### config.mk
export PLATFORM = sky130hd
export DESIGN_NAME = pixel_blit_clip_colorkey_core
export DESIGN_NICKNAME = d
export VERILOG_FILES = /design/src/rtl/pbc_pkg.sv /design/src/rtl/pbc_cfg_regs.sv /design/src/rtl/pbc_walk.sv /design/src/rtl/pbc_pixel.sv /design/src/rtl/pixel_blit_clip_colorkey_core.sv
export SDC_FILE = /design/constraint.sdc
export NUM_CORES = 1
export LEC_CHECK = 0
export ABC_AREA = 0
export BUFFER_PORTS_ARGS = -buffer_cell sky130_fd_sc_hd__buf_2
export CAP_MARGIN = 10
export CORE_MARGIN = 1.5
export CORE_UTILIZATION = 45
export CTS_CLUSTER_DIAMETER = 100
export CTS_CLUSTER_SIZE = 28
export DETAILED_ROUTE_END_ITERATION = 8
export GPL_TIMING_DRIVEN = 0
export SLEW_MARGIN = 20
export SYNTH_ARGS = -nofsm -noshare
export SYNTH_HDL_FRONTEND = slang
export SYNTH_SLANG_ARGS = --single-unit
### constraint.sdc
create_clock -name i_clk -period 10.68 [get_ports i_clk]
set_input_delay 1.602 -clock i_clk [delete_from_list [all_inputs] [get_ports i_clk]]
set_output_delay 1.602 -clock i_clk [all_outputs]
set_load 0.02 [all_outputs]
### src/rtl/pbc_pkg.sv
// Shared types and constants of the pixel blit core.
package pbc_pkg;

    localparam int unsigned DIM_W   = 12;
    localparam int unsigned COLOR_W = 24;
    localparam int unsigned POS_W   = 13;   // origin plus counter, no wrap
    localparam int unsigned CFG_IDX_W = 4;

    localparam int unsigned RED_SHIFT   = 16;
    localparam int unsigned GREEN_SHIFT = 8;

    localparam logic [DIM_W-1:0] SCREEN_WIDTH_RST  = 12'd800;
    localparam logic [DIM_W-1:0] SCREEN_HEIGHT_RST = 12'd600;
    localparam logic [DIM_W-1:0] AREA_DIM_RST      = 12'd16;

    typedef enum logic [CFG_IDX_W-1:0] {
        REG_SCREEN_WIDTH  = 4'd0,
        REG_SCREEN_HEIGHT = 4'd1,
        REG_ORIGIN_X      = 4'd2,
        REG_ORIGIN_Y      = 4'd3,
        REG_AREA_WIDTH    = 4'd4,
        REG_AREA_HEIGHT   = 4'd5,
        REG_KEY_COLOR     = 4'd6,
        REG_RING_COLOR    = 4'd7
    } t_cfg_idx;

    typedef struct packed {
        logic [DIM_W-1:0]   screen_width;
        logic [DIM_W-1:0]   screen_height;
        logic [DIM_W-1:0]   origin_x;
        logic [DIM_W-1:0]   origin_y;
        logic [DIM_W-1:0]   area_width;
        logic [DIM_W-1:0]   area_height;
        logic [COLOR_W-1:0] key_color;
        logic [COLOR_W-1:0] ring_color;
    } t_cfg;

    // Position flags of the pixel the walker points at.
    typedef struct packed {
        logic ring;
        logic done;
    } t_walk_flags;

endpackage

### src/rtl/pbc_cfg_regs.sv
// Configuration register file of the pixel blit core.
module pbc_cfg_regs (
    input  logic                             i_clk,
    input  logic                             i_rst_n,
    input  logic                             i_cfg_valid,
    input  logic [pbc_pkg::CFG_IDX_W-1:0]    i_cfg_index,
    input  logic [pbc_pkg::COLOR_W-1:0]      i_cfg_data,
    output pbc_pkg::t_cfg                    o_cfg
);
    import pbc_pkg::*;

    t_cfg r_cfg;

    always_ff @(posedge i_clk) begin
        if (!i_rst_n) begin
            r_cfg.screen_width  <= SCREEN_WIDTH_RST;
            r_cfg.screen_height <= SCREEN_HEIGHT_RST;
            r_cfg.origin_x      <= '0;
            r_cfg.origin_y      <= '0;
            r_cfg.area_width    <= AREA_DIM_RST;
            r_cfg.area_height   <= AREA_DIM_RST;
            r_cfg.key_color     <= '0;
            r_cfg.ring_color    <= '0;
        end else if (i_cfg_valid) begin
            unique case (t_cfg_idx'(i_cfg_index))
                REG_SCREEN_WIDTH:  r_cfg.screen_width  <= i_cfg_data[DIM_W-1:0];
                REG_SCREEN_HEIGHT: r_cfg.screen_height <= i_cfg_data[DIM_W-1:0];
                REG_ORIGIN_X:      r_cfg.origin_x      <= i_cfg_data[DIM_W-1:0];
                REG_ORIGIN_Y:      r_cfg.origin_y      <= i_cfg_data[DIM_W-1:0];
                REG_AREA_WIDTH:    r_cfg.area_width    <= i_cfg_data[DIM_W-1:0];
                REG_AREA_HEIGHT:   r_cfg.area_height   <= i_cfg_data[DIM_W-1:0];
                REG_KEY_COLOR:     r_cfg.key_color     <= i_cfg_data;
                REG_RING_COLOR:    r_cfg.ring_color    <= i_cfg_data;
                default: ;  // unmapped index, drop
            endcase
        end
    end

    assign o_cfg = r_cfg;

endmodule

### src/rtl/pbc_walk.sv
// Column and row counters that walk the area in raster order.
module pbc_walk #(
    parameter int unsigned MAX_DIM = 2048
) (
    input  logic                          i_clk,
    input  logic                          i_rst_n,
    input  pbc_pkg::t_cfg                 i_cfg,
    input  logic                          i_advance,
    output logic [$clog2(MAX_DIM)-1:0]    o_col,
    output logic [$clog2(MAX_DIM)-1:0]    o_row,
    output pbc_pkg::t_walk_flags          o_flags
);
    import pbc_pkg::*;

    localparam int unsigned CW = $clog2(MAX_DIM);

    logic [CW-1:0] r_col, n_col;
    logic [CW-1:0] r_row, n_row;
    logic [CW-1:0] w_last, h_last;
    logic          last_col, last_row;

    // Clamp a size register to 1..MAX_DIM and return size minus one.
    function automatic logic [CW-1:0] dim_last(input logic [DIM_W-1:0] v);
        logic [DIM_W:0] wide;
        begin
            wide = {1'b0, v};
            if (v == '0)
                dim_last = '0;
            else if (wide > (DIM_W+1)'(MAX_DIM))
                dim_last = CW'(MAX_DIM - 1);
            else
                dim_last = CW'(wide - 1'b1);
        end
    endfunction

    always_comb begin
        w_last   = dim_last(i_cfg.area_width);
        h_last   = dim_last(i_cfg.area_height);
        last_col = (r_col >= w_last);
        last_row = (r_row >= h_last);
        n_col    = r_col;
        n_row    = r_row;
        if (i_advance) begin
            if (last_col) begin
                n_col = '0;
                n_row = last_row ? '0 : r_row + 1'b1;
            end else begin
                n_col = r_col + 1'b1;
            end
        end
    end

    always_ff @(posedge i_clk) begin
        if (!i_rst_n) begin
            r_col <= '0;
            r_row <= '0;
        end else begin
            r_col <= n_col;
            r_row <= n_row;
        end
    end

    assign o_col        = r_col;
    assign o_row        = r_row;
    assign o_flags.ring = (r_col == '0) || (r_row == '0) || last_col || last_row;
    assign o_flags.done = last_col && last_row;

endmodule

### src/rtl/pbc_pixel.sv
// Two-register pixel path: input register, color/clip/address logic, result register.
module pbc_pixel #(
    parameter int unsigned MAX_DIM         = 2048,
    parameter int unsigned BYTES_PER_PIXEL = 3
) (
    input  logic                          i_clk,
    input  logic                          i_rst_n,
    input  pbc_pkg::t_cfg                 i_cfg,
    input  logic                          i_in_valid,
    output logic                          o_in_ready,
    input  logic [pbc_pkg::COLOR_W-1:0]   i_src_color,
    input  logic                          i_outline,
    input  logic [$clog2(MAX_DIM)-1:0]    i_col,
    input  logic [$clog2(MAX_DIM)-1:0]    i_row,
    input  pbc_pkg::t_walk_flags          i_flags,
    output logic                          o_out_valid,
    input  logic                          i_out_ready,
    output logic                          o_we,
    output logic [pbc_pkg::COLOR_W-1:0]   o_offset,
    output logic [pbc_pkg::COLOR_W-1:0]   o_color,
    output logic                          o_done
);
    import pbc_pkg::*;

    localparam int unsigned CW = $clog2(MAX_DIM);

    // input register
    logic                r_a_valid;
    logic [COLOR_W-1:0]  r_a_src;
    logic                r_a_outline;
    logic [CW-1:0]       r_a_col;
    logic [CW-1:0]       r_a_row;
    t_walk_flags         r_a_flags;

    // result register
    logic                r_b_valid;
    logic                r_b_we;
    logic [COLOR_W-1:0]  r_b_offset;
    logic [COLOR_W-1:0]  r_b_color;
    logic                r_b_done;

    logic                a_ready;
    logic [COLOR_W-1:0]  color;
    logic [POS_W-1:0]    pos_x, pos_y;
    logic                on_screen;
    logic                we;
    logic [2*POS_W-1:0]  prod;
    logic [COLOR_W-1:0]  linear;
    logic [COLOR_W-1:0]  offset;

    assign a_ready    = !r_b_valid || i_out_ready;
    assign o_in_ready = !r_a_valid || a_ready;

    always_comb begin
        color     = (r_a_outline && r_a_flags.ring) ? i_cfg.ring_color : r_a_src;
        pos_x     = POS_W'(i_cfg.origin_x) + POS_W'(r_a_col);
        pos_y     = POS_W'(i_cfg.origin_y) + POS_W'(r_a_row);
        on_screen = (pos_x < POS_W'(i_cfg.screen_width)) &&
                    (pos_y < POS_W'(i_cfg.screen_height));
        we        = on_screen && (color != i_cfg.key_color);
        prod      = (2*POS_W)'(pos_y) * (2*POS_W)'(i_cfg.screen_width);
        linear    = prod[COLOR_W-1:0] + COLOR_W'(pos_x);
        offset    = we ? COLOR_W'(linear * BYTES_PER_PIXEL) : '0;
    end

    always_ff @(posedge i_clk) begin
        if (!i_rst_n) begin
            r_a_valid <= 1'b0;
            r_b_valid <= 1'b0;
        end else begin
            if (o_in_ready) begin
                r_a_valid <= i_in_valid;
            end
            if (a_ready) begin
                r_b_valid <= r_a_valid;
            end
        end
    end

    always_ff @(posedge i_clk) begin
        if (o_in_ready && i_in_valid) begin
            r_a_src     <= i_src_color;
            r_a_outline <= i_outline;
            r_a_col     <= i_col;
            r_a_row     <= i_row;
            r_a_flags   <= i_flags;
        end
        if (a_ready && r_a_valid) begin
            r_b_we     <= we;
            r_b_offset <= offset;
            r_b_color  <= color;
            r_b_done   <= r_a_flags.done;
        end
    end

    assign o_out_valid = r_b_valid;
    assign o_we        = r_b_we;
    assign o_offset    = r_b_offset;
    assign o_color     = r_b_color;
    assign o_done      = r_b_done;

endmodule

### src/rtl/pixel_blit_clip_colorkey_core.sv
// Top level of the pixel blit core: clip, color key and outline for a 24-bit framebuffer.
//
// Channel    | Dir | Handshake                      | Payload
// -----------+-----+--------------------------------+-------------------------------------
// s_axis     | in  | s_axis_tvalid / s_axis_tready  | tdata: red, green, blue; tuser: outline
// m_axis     | out | m_axis_tvalid / m_axis_tready  | tdata: offset, color; tuser: write enable;
//            |     |                                | tlast: last pixel of the area
// cfg        | in  | i_cfg_valid / o_cfg_ready      | i_cfg_index, i_cfg_data
//
// One pixel per clock is sustained while m_axis_tready stays high. An accepted pixel
// passes the input register, then the color, clip and address logic (one 13x12
// multiply, an add and the scale by bytes per pixel) into the result register, which drives m_axis.
// Reset is synchronous and active low; it clears the counters, the pipeline valids and
// loads the register defaults. The config port is always ready.
// A stall on m_axis holds the result register, then the input register, then drops
// s_axis_tready; the walk counters advance only on accepted input beats.
module pixel_blit_clip_colorkey_core #(
    parameter int unsigned MAX_DIM         = 2048,
    parameter int unsigned BYTES_PER_PIXEL = 3
) (
    input  logic                              i_clk,
    input  logic                              i_rst_n,

    // source pixel stream
    input  logic                              s_axis_tvalid,
    output logic                              s_axis_tready,
    input  logic [23:0]                       s_axis_tdata,   // [7:0] red, [15:8] green, [23:16] blue
    input  logic                              s_axis_tuser,   // [0] outline_mode

    // framebuffer write stream
    output logic                              m_axis_tvalid,
    input  logic                              m_axis_tready,
    output logic [47:0]                       m_axis_tdata,   // [23:0] byte_offset, [47:24] pixel_color
    output logic                              m_axis_tuser,   // [0] write_enable
    output logic                              m_axis_tlast,   // area_done

    // register writes
    input  logic                              i_cfg_valid,
    output logic                              o_cfg_ready,
    input  logic [pbc_pkg::CFG_IDX_W-1:0]     i_cfg_index,
    input  logic [pbc_pkg::COLOR_W-1:0]       i_cfg_data
);
    import pbc_pkg::*;

    localparam int unsigned CW = $clog2(MAX_DIM);

    t_cfg               cfg;
    t_walk_flags        flags;
    logic [CW-1:0]      col, row;
    logic               in_accept;
    logic [COLOR_W-1:0] src_color;
    logic [COLOR_W-1:0] out_offset, out_color;

    assign o_cfg_ready = 1'b1;
    assign in_accept   = s_axis_tvalid && s_axis_tready;

    // pack the source bytes as red<<16 | green<<8 | blue
    assign src_color = {s_axis_tdata[7:0], s_axis_tdata[15:8], s_axis_tdata[23:16]};

    pbc_cfg_regs u_cfg (
        .i_clk       (i_clk),
        .i_rst_n     (i_rst_n),
        .i_cfg_valid (i_cfg_valid && o_cfg_ready),
        .i_cfg_index (i_cfg_index),
        .i_cfg_data  (i_cfg_data),
        .o_cfg       (cfg)
    );

    // counters step once per accepted source beat
    pbc_walk #(
        .MAX_DIM (MAX_DIM)
    ) u_walk (
        .i_clk     (i_clk),
        .i_rst_n   (i_rst_n),
        .i_cfg     (cfg),
        .i_advance (in_accept),
        .o_col     (col),
        .o_row     (row),
        .o_flags   (flags)
    );

    pbc_pixel #(
        .MAX_DIM         (MAX_DIM),
        .BYTES_PER_PIXEL (BYTES_PER_PIXEL)
    ) u_pixel (
        .i_clk       (i_clk),
        .i_rst_n     (i_rst_n),
        .i_cfg       (cfg),
        .i_in_valid  (s_axis_tvalid),
        .o_in_ready  (s_axis_tready),
        .i_src_color (src_color),
        .i_outline   (s_axis_tuser),
        .i_col       (col),
        .i_row       (row),
        .i_flags     (flags),
        .o_out_valid (m_axis_tvalid),
        .i_out_ready (m_axis_tready),
        .o_we        (m_axis_tuser),
        .o_offset    (out_offset),
        .o_color     (out_color),
        .o_done      (m_axis_tlast)
    );

    assign m_axis_tdata = {out_color, out_offset};

endmodule
==> results.py <==
metrics = {
    "final_layout": {
        "fin_area_sq_um": 19600,
        "final_cell_mix": "307 x nand2_1, 183 x inv_1, 162 x ha_1",
        "finalNonFillerCells": 2523,
        "layout_cells_sized_above_1_pct": 8.48,
        "synthToLayoutAreaGrowth_pct": 9.42,
        "finish.net_count": 2340,
        "final_core_utilization_pct": 50.4,
        "antenna_cells_inserted": 0,
        "filler_instances": 3685,
        "final_common_cell": "nand2_1",
    },
    "sta": {
        "maxSlewHeadroom_pct": 34.7,
        "min_period_over_period_pct": 90.6,
        "worst-slew-pin-transition_ns": 0.970,
        "setup_viol_count_final": 0,
        "timing.clock.skew_ns": 0.0308,
        "worst_slack_ns": 1.00,
        "final.min_clock_period_ns": 9.68,
        "final-max-slew-violation-count": 0,
        "max_freq_mhz": 103,
        "timing.final.hold_violations": 0,
        "hold_ws_ns": 0.436,
        "rsz0062_at_grt": "no",
        "tns_ns": 0,
    },
    "floorplanning": {
        "floorplan.die_area_sq_um": 41000,
        "row_count": 72,
        "die_w_um": 203,
        "starting_utilization_of_the_core_area_pct": 46.0,
        "io_pins": 111,
        "coreArea_sq_um": 38900,
        "dieHeight_um": 203,
    },
    "route": {
        "drt_pre_antenna_iters": 4,
        "route.detailed.vias_per_inst": 5.22,
        "wl_per_cell_um": 17.5,
        "num_vias": 13171,
        "drt-total-wl_um": 44200,
        "first_iter_violations": 667,
        "route.detailed.drc": 0,
        "antenna_violating_nets_post_route": 0,
    },
    "placed_design": {
        "placed_cells_incl_taps": 2497,
        "hpwlAfterDp_um": 34900,
        "final_gp_congestion": 0.882,
        "detailed_place.area_sq_um": 19100,
        "io_buffers": 94,
        "place_worst_setup_slack_ns": 0.977,
    },
    "power_and_ir_drop": {
        "leakage_nw": 8.38,
        "ir_worst_vdd_mv": 0.102,
        "power_density_nw_per_um2": 135,
        "power.total_mw": 2.65,
    },
    "hold_path": {
        "hold_path_startpoint": "u_pixel.r_a_flags[0]$_DFFE_PP_",
        "worst_hold_path_type": "flop to flop",
    },
    "synthesis": {
        "synth_area_leaders": "edfxtp_1 17%, dfxtp_1 16%, fa_1 14%, ha_1 11%, nand2_1 6.4%",
        "synthDistinctLibCells": 76,
        "synth-main-ff-cell": "dfxtp_1",
        "synth_seq_area_share_pct": 32.7,
        "top_cell_type_s_share_of_synthesized_area_pct": 16.6,
        "postSynthAreaPerCell_sq_um": 9.51,
        "synth.cell_area_sq_um": 17900,
        "post_synth_edffs": 99,
        "ys_async_sr_fraction_pct": 0,
        "post_synth_inst_count": 1883,
        "synth_seq_cells": 243,
        "synthesis.nets": 2227,
        "netlist.top_cell.by_area": "edfxtp_1",
        "synth_warnings": 0,
    },
    "global_route": {
        "grt_start_max_net_pins": 59,
        "first_global_vias": 13510,
        "antenna_found_initial": 0,
        "global_route_wire_length_before_repair_um": 70800,
        "grt.overflow.total": 0,
        "grt_util_all_layers_pct": 21.9,
    },
    "cts": {
        "post_cts.repair.setup_buffers": 0,
        "cts_buffers": 15,
        "clock_pin_slew_on_the_worst_setup_and_hold_paths_ns": 0.10,
        "cts_hold_buffers": 0,
        "clock_path_buffers": 3,
        "ctsHtreeMaxLevel": 1,
        "tritoncts": "done",
        "post_cts_resized": 0,
        "clk_latency_ns": 0.53,
        "numClockSinks": 243,
        "ctsRootBufferMaster": "clkbuf_16",
    },
    "setup_path": {
        "worst_ep_required_time_ns": 10.94,
        "worstSetupStartpointType": "flop",
        "path_max_fanout": 10,
        "r2r_start": "u_pixel.r_a_row[1]$_DFFE_PP_",
        "critPathArrivalTime_ns": 9.94,
        "worst_path_max_delay_cell": "fa_1",
        "crit_path_max_incr_delay_ns": 0.56,
        "setup.worst_path.end_class": "flop",
        "r2r_setup_slack_ns": 1.00,
        "crit_path_start": "u_pixel.r_a_row[1]$_DFFE_PP_",
        "crit_type": "flop to flop",
    },
    "job": {
        "max_cap_viol": 0,
    },
    "run_status": {
        "outcome": "complete, no violations",
    },
}
flip-flops by register name, indices dropped and copies added, names as in the netlist, 2 cells and up:
name and flops:
u_pixel.r_a_row 11, u_walk.o_col 11, u_pixel.o_offset 24, u_pixel.r_a_flags 2, u_cfg.o_cfg 120, u_pixel.r_a_col 11
u_walk.o_row 11, u_pixel.r_a_src 24, u_pixel.o_color 24
worst max-delay path: cells and delay by family, from the launching register on:
kind            cells  cell delay [ns]
buf+inv             4             0.64
xor+xnor            3             0.57
fa+ha+maj           9             3.81
flops               1             0.41
simple gates        9             1.46
compound gates     15             2.50
routing by layer:
metal	track usage, %	vias to the layer above	share of wire (%)
met2	39.4	233	50
li1	-	6455	-
met1	27.8	6426	44
met5	0	-	0
met4	5.82	0	2.6
met3	2.34	57	3.4
path summary, 6_finish.rpt:
| path | endpoint | cells past startpoint |
|---|---|---|
| min reg2reg | u_pixel.o_done$_DFFE_PP_ | 0 |
| max reg2reg | u_pixel.o_offset[22]$_SDFFCE_PN0P_ | 40 |
| min | u_pixel.o_done$_DFFE_PP_ | 0 |
| max | u_pixel.o_offset[22]$_SDFFCE_PN0P_ | 40 |
cell type report:
class	count	area, sq um	area share [%]
sequential	243	5860	29.9
timing repair buffer	96	518	2.64
clock buffer	18	387	1.97
tap	518	648	3.31
clock inverter	8	125	0.638
multi-input combinational	1377	11100	56.5
buffer	78	303	1.54
inverter	185	697	3.56
cells by family after synthesis:
group	after synthesis	synth area share, %
and+or+nand+nor	630	16.1
adders and majority gates	289	25.3
AOI/OAI and AO/OA	277	10.8
buffers and inverters	263	5.57
DFF	243	32.7
xor gates and xnor gates	117	5.76
muxes	63	3.70
other	1	0.0209
where the power goes:
part / total [mW] / internal, mW / switching [mW]
Sequential: 1.04 / 1.02 / 0.0158
Clock: 0.650 / 0.285 / 0.364
Combinational: 0.956 / 0.392 / 0.564
synth_stat cells (3+ instances only):
cell type and instances:
o21ai_0 28, buf_2 5, maj3_1 3, dfxtp_1 144, nand3_1 20, clkbuf_1 70, a21oi_1 61, nor2b_1 50
or2_2 4, nand2_1 307, nor4_1 15, o21a_1 18, xnor2_1 70, nand2b_1 8, inv_1 183, o31a_1 3
nor3b_1 6, mux2i_1 38, a21boi_1 3, a211oi_1 5, o211ai_1 7, nor3_1 25, nand3b_1 7, o21ai_1 4
and3_1 4, xor2_1 46, ha_1 162, nand4_1 11, mux2_2 24, edfxtp_1 99, fa_1 124, nor2_1 110
and2_1 48, a21o_1 22, o21bai_1 12, a31oi_1 4, a21boi_0 83, a21oi_2 3
(Power assumes the default switching activity.)
